### config.mk
export PLATFORM = sky130hd
export DESIGN_NAME = delimited_int_packet_parser
export DESIGN_NICKNAME = d
export VERILOG_FILES = /design/src/hw/rtl/dipp_pkg.sv /design/src/hw/rtl/dipp_front.sv /design/src/hw/rtl/dipp_queue.sv /design/src/hw/rtl/dipp_back.sv /design/src/hw/rtl/delimited_int_packet_parser.sv
export SDC_FILE = /design/constraint.sdc
export NUM_CORES = 1
export LEC_CHECK = 0
export CORE_AREA = 3 3 132 134
export DETAILED_ROUTE_END_ITERATION = 8
export DIE_AREA = 0 0 135 137
export DONT_BUFFER_PORTS = 1
export GPL_ROUTABILITY_DRIVEN = 0
export HOLD_SLACK_MARGIN = 0.02
export PLACE_DENSITY = 0.75
export SLEW_MARGIN = 20
export SYNTH_ARGS = -nofsm -noshare
export SYNTH_HDL_FRONTEND = slang
export SYNTH_SLANG_ARGS = --single-unit
### constraint.sdc
create_clock -name clk -period 10.08 [get_ports clk]
set_clock_uncertainty 0.2 [all_clocks]
set_input_delay 1.512 -clock clk [delete_from_list [all_inputs] [get_ports clk]]
set_output_delay 1.512 -clock clk [all_outputs]
set_load 0.02 [all_outputs]
### src/hw/rtl/dipp_pkg.sv
// Shared constants, character codes and queue entry type for the packet parser.
package dipp_pkg;

    // Number of values one packet can store.
    localparam int VALUE_SLOTS = 8;
    localparam int CNT_W       = $clog2(VALUE_SLOTS + 1);
    localparam int IDX_W       = (VALUE_SLOTS > 1) ? $clog2(VALUE_SLOTS) : 1;

    localparam logic [3:0] MAX_CHARS = 4'd15;

    // Depth of the queue between front and back.
    localparam int QUEUE_DEPTH = 2;
    localparam int QPTR_W      = (QUEUE_DEPTH > 1) ? $clog2(QUEUE_DEPTH) : 1;
    localparam int QCNT_W      = $clog2(QUEUE_DEPTH + 1);

    localparam logic       CMD_RECEIVE = 1'b0;
    localparam logic       CMD_READ    = 1'b1;

    localparam logic [7:0] CH_START = 8'h73;  // 's'
    localparam logic [7:0] CH_END   = 8'h65;  // 'e'
    localparam logic [7:0] CH_COMMA = 8'h2C;  // ','
    localparam logic [7:0] CH_MINUS = 8'h2D;  // '-'
    localparam logic [7:0] CH_ZERO  = 8'h30;  // '0'
    localparam logic [7:0] CH_NINE  = 8'h39;  // '9'

    typedef enum logic [2:0] {
        KIND_READ,
        KIND_START,
        KIND_END,
        KIND_COMMA,
        KIND_MINUS,
        KIND_DIGIT,
        KIND_OTHER
    } kind_t;

    typedef struct packed {
        kind_t       kind;
        logic [3:0]  digit;
        logic [6:0]  index;
    } op_t;

endpackage

### src/hw/rtl/dipp_front.sv
// Front end: accepts input beats and classifies each into a queue entry.
module dipp_front (
    input  logic                 in_valid,
    output logic                 in_ready,
    input  logic                 command,
    input  logic [7:0]           rx_byte,
    input  logic [6:0]           read_index,
    input  logic                 queue_full,
    output logic                 push,
    output dipp_pkg::op_t        push_op
);

    assign in_ready = !queue_full;
    assign push     = in_valid && !queue_full;

    always_comb
    begin
        push_op.index = read_index;
        push_op.digit = 4'(rx_byte - dipp_pkg::CH_ZERO);
        if (command == dipp_pkg::CMD_READ)
        begin
            push_op.kind = dipp_pkg::KIND_READ;
        end
        else if (rx_byte == dipp_pkg::CH_START)
        begin
            push_op.kind = dipp_pkg::KIND_START;
        end
        else if (rx_byte == dipp_pkg::CH_END)
        begin
            push_op.kind = dipp_pkg::KIND_END;
        end
        else if (rx_byte == dipp_pkg::CH_COMMA)
        begin
            push_op.kind = dipp_pkg::KIND_COMMA;
        end
        else if (rx_byte == dipp_pkg::CH_MINUS)
        begin
            push_op.kind = dipp_pkg::KIND_MINUS;
        end
        else if (rx_byte inside {[dipp_pkg::CH_ZERO:dipp_pkg::CH_NINE]})
        begin
            push_op.kind = dipp_pkg::KIND_DIGIT;
        end
        else
        begin
            push_op.kind = dipp_pkg::KIND_OTHER;
        end
    end

endmodule

### src/hw/rtl/dipp_queue.sv
// Short FIFO of classified beats between the front and back ends.
module dipp_queue (
    input  logic             clk,
    input  logic             rst_n,
    input  logic             push,
    input  dipp_pkg::op_t    push_op,
    input  logic             pop,
    output logic             full,
    output logic             not_empty,
    output dipp_pkg::op_t    head_op
);

    dipp_pkg::op_t                   slot_reg [dipp_pkg::QUEUE_DEPTH];
    logic [dipp_pkg::QPTR_W-1:0]     wr_ptr_reg, wr_ptr_next;
    logic [dipp_pkg::QPTR_W-1:0]     rd_ptr_reg, rd_ptr_next;
    logic [dipp_pkg::QCNT_W-1:0]     count_reg,  count_next;

    localparam logic [dipp_pkg::QPTR_W-1:0] LAST_PTR =
        dipp_pkg::QPTR_W'(dipp_pkg::QUEUE_DEPTH - 1);
    localparam logic [dipp_pkg::QCNT_W-1:0] FULL_COUNT =
        dipp_pkg::QCNT_W'(dipp_pkg::QUEUE_DEPTH);

    assign full      = (count_reg == FULL_COUNT);
    assign not_empty = (count_reg != '0);
    assign head_op   = slot_reg[rd_ptr_reg];

    always_comb
    begin
        wr_ptr_next = wr_ptr_reg;
        rd_ptr_next = rd_ptr_reg;
        count_next  = count_reg;
        if (push)
        begin
            wr_ptr_next = (wr_ptr_reg == LAST_PTR) ? '0 : wr_ptr_reg + 1'b1;
        end
        if (pop)
        begin
            rd_ptr_next = (rd_ptr_reg == LAST_PTR) ? '0 : rd_ptr_reg + 1'b1;
        end
        if (push && !pop)
        begin
            count_next = count_reg + 1'b1;
        end
        else if (pop && !push)
        begin
            count_next = count_reg - 1'b1;
        end
    end

    always_ff @(posedge clk or negedge rst_n)
    begin
        if (!rst_n)
        begin
            wr_ptr_reg <= '0;
            rd_ptr_reg <= '0;
            count_reg  <= '0;
        end
        else
        begin
            wr_ptr_reg <= wr_ptr_next;
            rd_ptr_reg <= rd_ptr_next;
            count_reg  <= count_next;
        end
    end

    // Payload slots carry no reset.
    always_ff @(posedge clk)
    begin
        if (push)
        begin
            slot_reg[wr_ptr_reg] <= push_op;
        end
    end

endmodule

### src/hw/rtl/dipp_back.sv
// Back end: parser state, value store and registered result beat.
module dipp_back (
    input  logic                 clk,
    input  logic                 rst_n,
    input  logic                 op_valid,
    input  dipp_pkg::op_t        op,
    output logic                 pop,
    output logic                 out_valid,
    input  logic                 out_ready,
    output logic [1:0]           parse_phase,
    output logic [3:0]           value_count,
    output logic signed [15:0]   read_value,
    output logic                 packet_done
);

    typedef enum logic [1:0] {
        PH_IDLE = 2'd0,
        PH_RECV = 2'd1,
        PH_DONE = 2'd2
    } phase_t;

    localparam logic [dipp_pkg::CNT_W-1:0] LEN_LIMIT =
        dipp_pkg::CNT_W'(dipp_pkg::VALUE_SLOTS);

    phase_t                       phase_reg, phase_next;
    logic [dipp_pkg::CNT_W-1:0]   field_index_reg, field_index_next;
    logic [dipp_pkg::CNT_W-1:0]   valid_count_reg, valid_count_next;
    logic [3:0]                   char_len_reg, char_len_next;
    logic                         neg_reg, neg_next;
    logic [15:0]                  acc_reg, acc_next;

    logic                         o_valid_reg;
    logic [1:0]                   o_phase_reg;
    logic [3:0]                   o_count_reg;
    logic                         o_rd_valid_reg, rd_valid_next;
    logic                         o_done_reg, done_next;

    logic [15:0]                  value_mem [dipp_pkg::VALUE_SLOTS];
    logic [15:0]                  rdata_reg;
    logic                         wr_en;
    logic [15:0]                  field_value;
    logic                         has_room;

    // Advance when the result slot is free or being drained.
    assign pop = op_valid && (!o_valid_reg || out_ready);

    assign field_value = neg_reg ? 16'(16'd0 - acc_reg) : acc_reg;
    assign has_room    = (field_index_reg < LEN_LIMIT);

    always_comb
    begin
        phase_next       = phase_reg;
        field_index_next = field_index_reg;
        valid_count_next = valid_count_reg;
        char_len_next    = char_len_reg;
        neg_next         = neg_reg;
        acc_next         = acc_reg;
        rd_valid_next    = 1'b0;
        done_next        = 1'b0;
        wr_en            = 1'b0;

        if (op.kind == dipp_pkg::KIND_READ)
        begin
            rd_valid_next = ({1'b0, op.index} < 8'(valid_count_reg));
        end
        else if (phase_reg != PH_RECV)
        begin
            if (op.kind == dipp_pkg::KIND_START)
            begin
                phase_next       = PH_RECV;
                field_index_next = '0;
                char_len_next    = '0;
                neg_next         = 1'b0;
                acc_next         = '0;
                if (phase_reg == PH_DONE)
                begin
                    valid_count_next = '0;
                end
            end
        end
        else
        begin
            case (op.kind)
                dipp_pkg::KIND_END:
                begin
                    if (char_len_reg != '0 && has_room)
                    begin
                        wr_en            = 1'b1;
                        valid_count_next = field_index_reg + 1'b1;
                    end
                    phase_next = PH_DONE;
                    done_next  = 1'b1;
                end
                dipp_pkg::KIND_COMMA:
                begin
                    if (char_len_reg != '0)
                    begin
                        if (has_room)
                        begin
                            wr_en            = 1'b1;
                            field_index_next = field_index_reg + 1'b1;
                        end
                        char_len_next = '0;
                        neg_next      = 1'b0;
                        acc_next      = '0;
                    end
                end
                dipp_pkg::KIND_MINUS:
                begin
                    if (char_len_reg >= dipp_pkg::MAX_CHARS || char_len_reg != '0)
                    begin
                        phase_next = PH_IDLE;
                    end
                    else
                    begin
                        neg_next      = 1'b1;
                        char_len_next = char_len_reg + 1'b1;
                    end
                end
                dipp_pkg::KIND_DIGIT:
                begin
                    if (char_len_reg >= dipp_pkg::MAX_CHARS)
                    begin
                        phase_next = PH_IDLE;
                    end
                    else
                    begin
                        // acc * 10 + digit, wrapping at 16 bits
                        acc_next      = 16'({acc_reg, 3'b000} + {acc_reg, 1'b0}
                                            + {12'd0, op.digit});
                        char_len_next = char_len_reg + 1'b1;
                    end
                end
                default:
                begin
                    phase_next = PH_IDLE;
                end
            endcase
        end
    end

    always_ff @(posedge clk or negedge rst_n)
    begin
        if (!rst_n)
        begin
            phase_reg       <= PH_IDLE;
            field_index_reg <= '0;
            valid_count_reg <= '0;
            char_len_reg    <= '0;
            neg_reg         <= 1'b0;
            acc_reg         <= '0;
            o_valid_reg     <= 1'b0;
            o_phase_reg     <= '0;
            o_count_reg     <= '0;
            o_rd_valid_reg  <= 1'b0;
            o_done_reg      <= 1'b0;
        end
        else
        begin
            if (pop)
            begin
                phase_reg       <= phase_next;
                field_index_reg <= field_index_next;
                valid_count_reg <= valid_count_next;
                char_len_reg    <= char_len_next;
                neg_reg         <= neg_next;
                acc_reg         <= acc_next;
                o_phase_reg     <= 2'(phase_next);
                o_count_reg     <= 4'(valid_count_next);
                o_rd_valid_reg  <= rd_valid_next;
                o_done_reg      <= done_next;
                o_valid_reg     <= 1'b1;
            end
            else if (out_ready)
            begin
                o_valid_reg <= 1'b0;
            end
        end
    end

    // Value store: written on field close, read data held with the result beat.
    always_ff @(posedge clk)
    begin
        if (pop && wr_en)
        begin
            value_mem[field_index_reg[dipp_pkg::IDX_W-1:0]] <= field_value;
        end
        if (pop && op.kind == dipp_pkg::KIND_READ)
        begin
            rdata_reg <= value_mem[op.index[dipp_pkg::IDX_W-1:0]];
        end
    end

    assign out_valid   = o_valid_reg;
    assign parse_phase = o_phase_reg;
    assign value_count = o_count_reg;
    assign read_value  = o_rd_valid_reg ? signed'(rdata_reg) : 16'sd0;
    assign packet_done = o_done_reg;

endmodule

### src/hw/rtl/delimited_int_packet_parser.sv
// Top level of the delimited signed-integer packet parser.
//
// Each input beat is either a received character (command 0) or a read of a
// stored value (command 1); every beat yields exactly one result beat carrying
// the parse phase, the count of valid stored values, the read value (0 for
// receives or out-of-range reads) and a packet-done flag. Packets look like
// 's' v0 ',' v1 ... 'e'; values are int16 with wraparound, up to VALUE_SLOTS of
// them are kept. The block sustains one beat per clock while out_ready is held
// high: the parser state update (multiply-by-ten and add) and the value store
// access both complete within the back end for each popped beat, and the
// two-entry queue plus the result register let input and output stall
// independently. An accepted beat passes through the queue, then the result register.
// The value store needs no clearing pass after reset.
module delimited_int_packet_parser (
    input  logic                 clk,
    input  logic                 rst_n,
    input  logic                 in_valid,
    output logic                 in_ready,
    input  logic                 command,
    input  logic [7:0]           rx_byte,
    input  logic [6:0]           read_index,
    output logic                 out_valid,
    input  logic                 out_ready,
    output logic [1:0]           parse_phase,
    output logic [3:0]           value_count,
    output logic signed [15:0]   read_value,
    output logic                 packet_done
);

    logic            push;
    dipp_pkg::op_t   push_op;
    logic            queue_full;
    logic            queue_not_empty;
    dipp_pkg::op_t   head_op;
    logic            pop;

    // Classify incoming beats; hold off when the queue is full.
    dipp_front u_front (
        .in_valid   (in_valid),
        .in_ready   (in_ready),
        .command    (command),
        .rx_byte    (rx_byte),
        .read_index (read_index),
        .queue_full (queue_full),
        .push       (push),
        .push_op    (push_op)
    );

    dipp_queue u_queue (
        .clk       (clk),
        .rst_n     (rst_n),
        .push      (push),
        .push_op   (push_op),
        .pop       (pop),
        .full      (queue_full),
        .not_empty (queue_not_empty),
        .head_op   (head_op)
    );

    // Execute queued beats in order and present one result beat each.
    dipp_back u_back (
        .clk         (clk),
        .rst_n       (rst_n),
        .op_valid    (queue_not_empty),
        .op          (head_op),
        .pop         (pop),
        .out_valid   (out_valid),
        .out_ready   (out_ready),
        .parse_phase (parse_phase),
        .value_count (value_count),
        .read_value  (read_value),
        .packet_done (packet_done)
    );

`ifndef NO_ASSERTIONS
    // A full queue only builds up behind a stalled result beat.
    assert property (@(posedge clk) disable iff (!rst_n)
        !in_ready |-> out_valid)
        else $error("queue full without a pending result beat");

    // A packet end always leaves the parser in the complete phase.
    assert property (@(posedge clk) disable iff (!rst_n)
        out_valid && packet_done |-> parse_phase == 2'd2)
        else $error("packet_done outside complete phase");

    // Read data and packet completion never share a beat.
    assert property (@(posedge clk) disable iff (!rst_n)
        out_valid && read_value != 16'sd0 |-> !packet_done)
        else $error("read value on a receive beat");

    // The stored count never exceeds the store depth.
    assert property (@(posedge clk) disable iff (!rst_n)
        out_valid |-> 32'(value_count) <= dipp_pkg::VALUE_SLOTS)
        else $error("value_count beyond store depth");
`endif

endmodule

==> results_dict.tcl, run 1 <==
set metrics [dict create \
    outcome "complete, no violations" \
    critical_path.top_delay_family "adder cells" \
    seq_area_frac_synth 0.628 \
    pre_cts_ws_ns 5.87 \
    drive_above_1_share 0.0777 \
    tritoncts "yes" \
    netlist_area_mm2 0.00974 \
    grt_antenna_before_repair 0 \
    power.density_mw_per_mm2 255 \
    max_cap_viol_count 0 \
    whs_ns 0.293 \
    placed_cells 1020 \
    slowest_stage "fa_1" \
    grt_max_degree 65 \
    start_util 0.594 \
    io_pins 45 \
    critPathRequiredTime_ns 10.25 \
    clock-sinks 210 \
    finalCritPeriodShare 0.350 \
    htreeDepth 1 \
    post_cts_buffers 0 \
    tightestPinTransition_ns 1.18 \
    worstPathCellList "buf_4 > mux2_2 > ha_1 > ha_1 > fa_1 > a211oi_1 > o21ai_0 > nand4_1 > a21oi_1 > or3_1 > a22o_1" \
    synthCells 823 \
    cp-end-kind "flip-flop" \
    min_path_type "reg2reg" \
    setup_violations 0 \
    ant_nets 0 \
    placed_area_mm2 0.00999 \
    finalCriticalPeriod_ns 3.52 \
    cp.buffers_inverters 1 \
    row_count 47 \
    largest_reg_flops 128 \
    synth_seq_cells 210 \
    vdd_ir_drop_max_mv 0.195 \
    rsz0062_at_grt "false" \
    areaGrowthSynthToFinish_pct 9.55 \
    avgSynthCellArea_um2 11.8 \
    die_h_um 137 \
    slew_violations 0 \
    hold_viol 0 \
    wl_per_cell_um 19.6 \
    clk_pin_slew_worst_paths_ns 0.06 \
    core_mm2 0.0164 \
    layout_common_cells "nand2_1 (173), edfxtp_1 (172), nand3_1 (94), dfrtp_1 (38), o21ai_0 (36)" \
    synth_nets 880 \
    cts_resized 0 \
    antenna_cells 0 \
    start_kind "flip-flop" \
    drc 0 \
    drt_wl_total_um 20700 \
    dieArea_mm2 0.0185 \
    cp_data_arrival_time_ns 3.69 \
    first_pass_iters 5 \
    nets 881 \
    overflow 0 \
    synth_ff_type "edfxtp_1" \
    clk_latency_ns 0.50 \
    yosys_warnings 0 \
    grt_pass1_wl_um 32300 \
    via_per_inst 6.05 \
    track_usage 0.223 \
    clockBufferDepth 3 \
    drt_iter0_drc 649 \
    synth-edff-count 172 \
    port_buffers 0 \
    grt_pass1_vias 6055 \
    fin_tns_setup_ns 0 \
    hold_buffers 0 \
    fin_cells 1057 \
    relSlewSlack 0.209 \
    synth_area_leaders "edfxtp_1 (53%), dfrtp_1 (9.8%), nand2_1 (6.7%)" \
    leakage_nw 4.21 \
    setup_ws_ns 6.56 \
    synth_cell_types 63 \
    dp_hpwl_um 14200 \
    vias 6398 \
    max_freq_ghz 0.284 \
    synth.top_cell.area_share 0.530 \
    crit_fanout 20 \
    cts_root_buffer "clkbuf_16" \
    finalInstanceArea_mm2 0.0107 \
    final_common_cell "nand2_1" \
    fillers 1244 \
    path_common_cell "ha_1" \
    die_x_um 135 \
    slowest_delay_ns 0.44 \
    path_class "reg2reg" \
    numCtsBuffers 22 \
    yosys.area.top_type "edfxtp_1" \
    synthArstFlopShare 0.181 \
]
## worst paths after layout
check | start | endpoint | slack, ns | cells past startpoint
min | u_queue.wr_ptr_reg | u_queue.wr_ptr_reg | 0.29 | 1
max | u_queue.rd_ptr_reg | u_back.acc_reg[14] | 6.56 | 11
min in group asynchronous | rst_n | u_back.value_count[3] | 0.51 | 0
max in group asynchronous | rst_n | u_back.acc_reg[15] | 9.07 | 0
min reg2reg | u_queue.wr_ptr_reg | u_queue.wr_ptr_reg | 0.29 | 1
max reg2reg | u_queue.rd_ptr_reg | u_back.acc_reg[14] | 6.56 | 11
## cell usage after synthesis, types with 3 or more instances
library cell	number
xnor2_1	26
a31oi_1	4
edfxtp_1	172
xor2_1	6
and2_1	16
inv_1	20
mux2_4	4
mux2_2	6
buf_1	5
nor2_1	24
and3_1	4
nor4_1	3
a22o_1	20
dfrtp_1	38
nand3_1	94
ha_1	35
mux2i_1	10
or4_1	4
buf_2	4
a21oi_1	15
nor3_1	6
nand2b_1	8
a21o_1	4
o31ai_1	8
o211ai_1	5
o21ai_0	36
nand2_1	173
clkbuf_1	24
nor2b_1	4
nand4_1	5
## report_power, final
group | switching, mW | internal, mW
Clock | 0.300 | 0.434
Combinational | 0.565 | 0.261
Sequential | 0.0853 | 1.08
Total | 0.950 | 1.77
## cell families (layout without fill, tap and decap cells)
kind of cell    after synthesis  count (layout)  synth area share
compound gates              111             111            0.0768
xor+xnor                     32              32            0.0288
fa+ha+maj                    37              37            0.0491
buf+inv                      55              69            0.0225
flops                       210             210             0.628
mux                          20              20            0.0234
simple gates                358             358             0.172
## layer usage
layer  track usage  wire [µm]
met1         0.330       8890
met2         0.359       9790
met3        0.0305       1630
met4        0.0487        408
met5             0          0
## per-stage QoR
step                       util  power (mW)
after floorplan               -        1.75
after global placement    0.609        1.96
after detailed placement  0.609        2.00
after CTS                 0.649        2.73
after global routing      0.651        2.87
final                     0.651        2.72
## cell type report
| class | instances | area, µm² | area share |
|---|---|---|---|
| Clock inverter | 3 | 23.8 | 0.00223 |
| Timing Repair Buffer | 11 | 82.6 | 0.00774 |
| Multi-Input combinational cell | 558 | 3460 | 0.324 |
| Inverter | 21 | 78.8 | 0.00738 |
| Tap cell | 220 | 275 | 0.0258 |
| Clock buffer | 34 | 638 | 0.0598 |
| Sequential cell | 210 | 6120 | 0.573 |
Note: power is estimated with default switching activity, not from simulation.
==> run 2: changes to the inputs <==
==> constraint.sdc (replaced) <==
create_clock -name clk -period 3.5 [get_ports clk]
set_clock_uncertainty 0.2 [all_clocks]
set_input_delay 0.525 -clock clk [delete_from_list [all_inputs] [get_ports clk]]
set_output_delay 0.525 -clock clk [all_outputs]
set_load 0.02 [all_outputs]
==> run 2 against run 1 <==
Against the previous run: count of clock-buffer cells in the layout shrank 12; sequential share of layout area shrank 1.4 points; core utilization grew 1.6 points; power grew to 2.9 times the previous value; routed wire length shrank 2.5%; non-clock buffer count grew 22; final cell count grew 2.2%; worst hold slack lost 0.25 ns; critical path depth shrank 1; flip-flop and latch count is the same; critical endpoint unchanged; largest cell class unchanged; largest power group unchanged.
==> results_dict.tcl, run 2 (synthesis results as in run 1) <==
set metrics [dict create \
    core_mm2 0.0164 \
    slowest_delay_ns 0.45 \
    largest_reg_flops 128 \
    tritoncts "yes" \
    drt_iter0_drc 516 \
    cp_data_arrival_time_ns 3.46 \
    die_x_um 135 \
    dieArea_mm2 0.0185 \
    max_cap_viol_count 0 \
    fillers 1145 \
    setup_violations 0 \
    hold_depth 1 \
    numCtsBuffers 21 \
    whs_ns 0.0401 \
    seqCellArea_mm2 0.00612 \
    vdd_ir_drop_max_mv 0.477 \
    r2r_start "u_queue.rd_ptr_reg" \
    io_pins 45 \
    clockBufferDepth 3 \
    nets 902 \
    port_buffers 0 \
    r2r_end "u_back.acc_reg[14]" \
    tightestPinTransition_ns 0.905 \
    relSlewSlack 0.392 \
    slew_violations 0 \
    final_common_cell "nand2_1" \
    hold_viol 0 \
    first_pass_iters 5 \
    finalCritPeriodShare 0.938 \
    multi_input_comb_area_mm2 0.00344 \
    antenna_cells 0 \
    outcome "complete, no violations" \
    worstPathCellList "mux2_2 > ha_1 > ha_1 > fa_1 > a211oi_2 > o21ai_0 > nand4_1 > a21oi_1 > or3_1 > a22o_1" \
    drt_wl_total_um 20200 \
    power.density_mw_per_mm2 729 \
    drc 0 \
    rsz0062_at_grt "false" \
    max_freq_ghz 0.304 \
    wl_per_cell_um 18.7 \
    finalCriticalPeriod_ns 3.28 \
    critPathRequiredTime_ns 3.68 \
    clk_latency_ns 0.49 \
    cp-end-kind "flip-flop" \
    die_h_um 137 \
    clock-sinks 210 \
    fin_tns_setup_ns 0 \
    start_kind "flip-flop" \
    grt_pass1_vias 6299 \
    ant_nets 0 \
    hold_start "command" \
    dp_hpwl_um 12600 \
    reg2reg_depth 10 \
    vias 6406 \
    grt_pass1_wl_um 31800 \
    path_class "reg2reg" \
    via_per_inst 5.93 \
    grt_max_degree 39 \
    min_path_type "in2reg" \
    leakage_nw 4.35 \
    start_util 0.594 \
    drive_above_1_share 0.0942 \
    cp.buffers_inverters 0 \
    clk_pin_slew_worst_paths_ns 0.06 \
    slowest_stage "fa_1" \
    reg2reg_slack_ns 0.22 \
    layout_common_cells "nand2_1 (173), edfxtp_1 (172), nand3_1 (94), dfrtp_1 (38), o21ai_0 (36)" \
    crit_fanout 4 \
    htreeDepth 1 \
    track_usage 0.218 \
    holdPathEnd "u_queue.slot_reg[1][11]" \
    areaGrowthSynthToFinish_pct 12.2 \
    cts_root_buffer "clkbuf_16" \
    grt_antenna_before_repair 0 \
    critical_path.top_delay_family "adder cells" \
    path_common_cell "ha_1" \
    row_count 47 \
    overflow 0 \
]
[run 2: cell count changes in the layout (fill, tap and decap cells not counted), moves of 2 or more]
cell           before  now
buf_12              0    2
buf_4              11   18
bufinv_16           0    4
clkbuf_1           10    1
clkbuf_16          24   21
clkinv_1            2    4
clkinv_2            0    4
clkinvlp_4          0    3
dlygate4sd3_1       0   13
nor2_1             22   24
nor2_2              2    0
nor3_2              1    3
nor3_4              3    1
[run 2: layout make-up]
type / count / share of cell area
repair buffers: 33 / 0.0279
multi-input cells: 558 / 0.315
flip-flops and latches: 210 / 0.559
inverters: 21 / 0.00721
well taps: 220 / 0.0252
clock buffers: 22 / 0.0484
clock inverters: 16 / 0.0171
[run 2: worst max-delay path by stage]
stage | endpoint | cells past startpoint | start | slack (ns)
CTS | u_back.acc_reg[14] | 10 | u_queue.rd_ptr_reg | 0.17
global placement | u_back.acc_reg[14] | 10 | u_queue.rd_ptr_reg | 0.31
global route | u_back.acc_reg[14] | 10 | u_queue.rd_ptr_reg | 0.14
finish | u_back.acc_reg[14] | 10 | u_queue.rd_ptr_reg | 0.22
floorplan | u_back.acc_reg[14] | 12 | u_queue.rd_ptr_reg | 0.13
detailed placement | u_back.acc_reg[14] | 10 | u_queue.rd_ptr_reg | 0.17
[run 2: power breakdown]
| group | internal [mW] | switching (mW) |
|---|---|---|
| Combinational | 0.792 | 1.54 |
| Clock | 1.40 | 0.910 |
| Sequential | 3.10 | 0.234 |
| Total | 5.29 | 2.69 |
[run 2: repair_timing]
item | 4_1_cts | 5_1_grt
hold endpoints to repair | 61 | 0
buffers inserted | 0 | 0
hold buffers | 14 | 0
resized for setup | 0 | 1
setup endpoints to repair | 0 | 1
[run 2: routing by layer]
layer,vias to the layer above,routed length [µm],global-route usage
li1,3039,-,-
met5,-,0,0
met1,3104,8500,0.287
met4,0,445,0.0694
met3,37,1140,0.0283
met2,226,10100,0.381
[run 2: stage by stage]
stage / power, mW / cell area, µm² / setup WS [ns] / utilization / cells
after floorplan: 5.03 / 9740 / 0.130 / - / 823
after global placement: 5.56 / 10100 / 0.310 / 0.613 / 1028
after detailed placement: 5.66 / 10100 / 0.169 / 0.613 / 1028
after CTS: 8.00 / 10900 / 0.170 / 0.666 / 1080
after global routing: 8.41 / 10900 / 0.140 / 0.666 / 1080
final: 7.97 / 10900 / 0.216 / 0.666 / 1080
[run 2: worst reg2reg max path, delay by kind of cell (launching register included)]
family	cells	cell delay, ns
multiplexers	1	0.36
flip-flops	1	0.42
adder cells (fa/ha/maj)	3	0.96
AO/OA/AOI/OAI	4	0.76
AND/OR/NAND/NOR	2	0.48
==> run 3: changes to the inputs <==
--- a/config.mk
+++ b/config.mk
@@ -5,13 +5,16 @@
 export SDC_FILE = /design/constraint.sdc
 export NUM_CORES = 1
 export LEC_CHECK = 0
-export CORE_AREA = 3 3 132 134
+export CELL_PAD_IN_SITES_DETAIL_PLACEMENT = 0
+export CELL_PAD_IN_SITES_GLOBAL_PLACEMENT = 1
+export CORE_AREA = 3 3 141 143
 export DETAILED_ROUTE_END_ITERATION = 8
-export DIE_AREA = 0 0 135 137
+export DIE_AREA = 0 0 144 146
 export DONT_BUFFER_PORTS = 1
 export GPL_ROUTABILITY_DRIVEN = 0
 export HOLD_SLACK_MARGIN = 0.02
-export PLACE_DENSITY = 0.75
+export PLACE_DENSITY_LB_ADDON = 0.1
+export SKIP_LAST_GASP = 1
 export SLEW_MARGIN = 20
 export SYNTH_ARGS = -nofsm -noshare
 export SYNTH_HDL_FRONTEND = slang
==> run 3 against run 2 <==
Against the previous run: fmax increased by 0.27%; die area up 14%; global-route usage down 1.7 points; final area is 0.29% higher; final cell count rose by 1.7%; combinational power about the same; critical path type unchanged.
==> results_dict.tcl, run 3 (synthesis results as in run 1) <==
set metrics [dict create \
    outcome "complete, no violations" \
    layout_common_cells "nand2_1 (173), edfxtp_1 (172), nand3_1 (94), dfrtp_1 (38), o21ai_0 (36)" \
    start_util 0.521 \
    start_kind "flip-flop" \
    finalInstanceArea_mm2 0.0110 \
    min_path_type "in2reg" \
    overflow 0 \
    hold_buffers 14 \
    slowest_delay_ns 0.43 \
    rsz0062_at_grt "false" \
    fin_tns_setup_ns 0 \
    slew_violations 0 \
    drc 0 \
    vias 6367 \
    placed_area_mm2 0.0101 \
    cp.buffers_inverters 0 \
    die_h_um 146 \
    areaGrowthSynthToFinish_pct 12.5 \
    setup_violations 0 \
    clk_pin_slew_worst_paths_ns 0.06 \
    largest_reg_flops 128 \
    finalCriticalPeriod_ns 3.28 \
    path_class "reg2reg" \
    core_mm2 0.0187 \
    power_mw 7.97 \
    slowest_stage "dfrtp_1" \
    critPathRequiredTime_ns 3.68 \
    cp-end-kind "flip-flop" \
    post_cts_buffers 0 \
    track_usage 0.201 \
    relSlewSlack 0.424 \
    cts_resized 0 \
    critical_path.top_delay_family "adder cells" \
    grt_pass1_vias 6312 \
    leakage_nw 4.38 \
    final_common_cell "nand2_1" \
    grt_pass1_wl_um 33500 \
    numCtsBuffers 22 \
    clk_latency_ns 0.50 \
    grt_antenna_before_repair 0 \
    path_common_cell "ha_1" \
    ant_nets 0 \
    p_switching_mw 2.71 \
    worstPathCellList "mux2_2 > ha_1 > ha_1 > fa_1 > a211oi_1 > o21ai_0 > nand4_1 > a21oi_1 > or3_1 > a22o_1" \
    row_count 50 \
    clockBufferDepth 3 \
    cp_data_arrival_time_ns 3.46 \
    power.density_mw_per_mm2 727 \
    finalCritPeriodShare 0.936 \
    first_pass_iters 5 \
    tightestPinTransition_ns 0.855 \
    tritoncts "yes" \
    internal_power_mw 5.26 \
    sw_frac_of_total 0.340 \
    drive_above_1_share 0.0949 \
    grt_max_degree 66 \
    fillers 1513 \
    vdd_ir_drop_max_mv 0.606 \
    port_buffers 0 \
    p_comb_frac 0.294 \
    drt_iter0_drc 367 \
    pwr-share-seq 0.418 \
    crit_fanout 5 \
    nets 905 \
    hold_viol 0 \
    via_per_inst 5.80 \
    die_x_um 144 \
    antenna_cells 0 \
    clock-sinks 210 \
    clockPowerShare 0.288 \
    max_freq_ghz 0.305 \
    htreeDepth 1 \
    cts_root_buffer "clkbuf_16" \
    wl_per_cell_um 19.0 \
    max_cap_viol_count 0 \
    drt_wl_total_um 20900 \
    dieArea_mm2 0.0210 \
    io_pins 45 \
    dp_hpwl_um 13400 \
]
-- run 3: path summary, 6_finish.rpt --
path | from | cells after the start | endpoint | slack (ns)
max in group asynchronous | rst_n | 2 | u_back.field_index_reg[2] | 2.56
max reg2reg | u_queue.rd_ptr_reg | 10 | u_back.acc_reg[14] | 0.22
max | u_queue.rd_ptr_reg | 10 | u_back.acc_reg[14] | 0.22
min in group asynchronous | rst_n | 2 | u_back.acc_reg[12] | 0.34
min reg2reg | u_queue.wr_ptr_reg | 1 | u_queue.wr_ptr_reg | 0.31
min | out_ready | 2 | u_back.out_valid | 0.04
-- run 3: layer usage --
layer / routed length [µm] / up-vias / global-route usage / share of wire
met4: 482 / 0 / 0.0541 / 0.023
li1: - / 3040 / - / -
met2: 10800 / 134 / 0.351 / 0.51
met3: 793 / 31 / 0.0289 / 0.038
met1: 8870 / 3162 / 0.262 / 0.42
met5: 0 / - / 0 / 0
-- run 3: final cells by class --
type                            count  area, µm²  share of cell area
Sequential cell                   210       6120               0.558
Multi-Input combinational cell    558       3440               0.314
Clock buffer                       28        603              0.0550
Timing Repair Buffer               35        320              0.0292
Tap cell                          234        293              0.0267
Clock inverter                     12        116              0.0106
Inverter                           21       78.8             0.00719
-- run 3: per-stage QoR --
stage          utilization  setup slack [ns]  hold WS [ns]  instances
6_report             0.586             0.224        0.0439       1098
5_1_grt              0.586            0.0647        0.0418       1098
4_1_cts              0.586             0.219        0.0258       1098
3_5_place_dp         0.540             0.208        0.0310       1044
3_3_place_gp         0.540             0.289        0.0310       1044
2_1_floorplan            -             0.130        0.0294        823
-- run 3: power by group through the flow --
stage	logic (mW)	clock network, mW	registers [mW]
finish	2.35	2.29	3.33
global route	2.65	2.45	3.36
CTS	2.39	2.33	3.34
detailed placement	2.35	0	3.39
global placement	2.30	0	3.37
floorplan	1.72	0	3.31
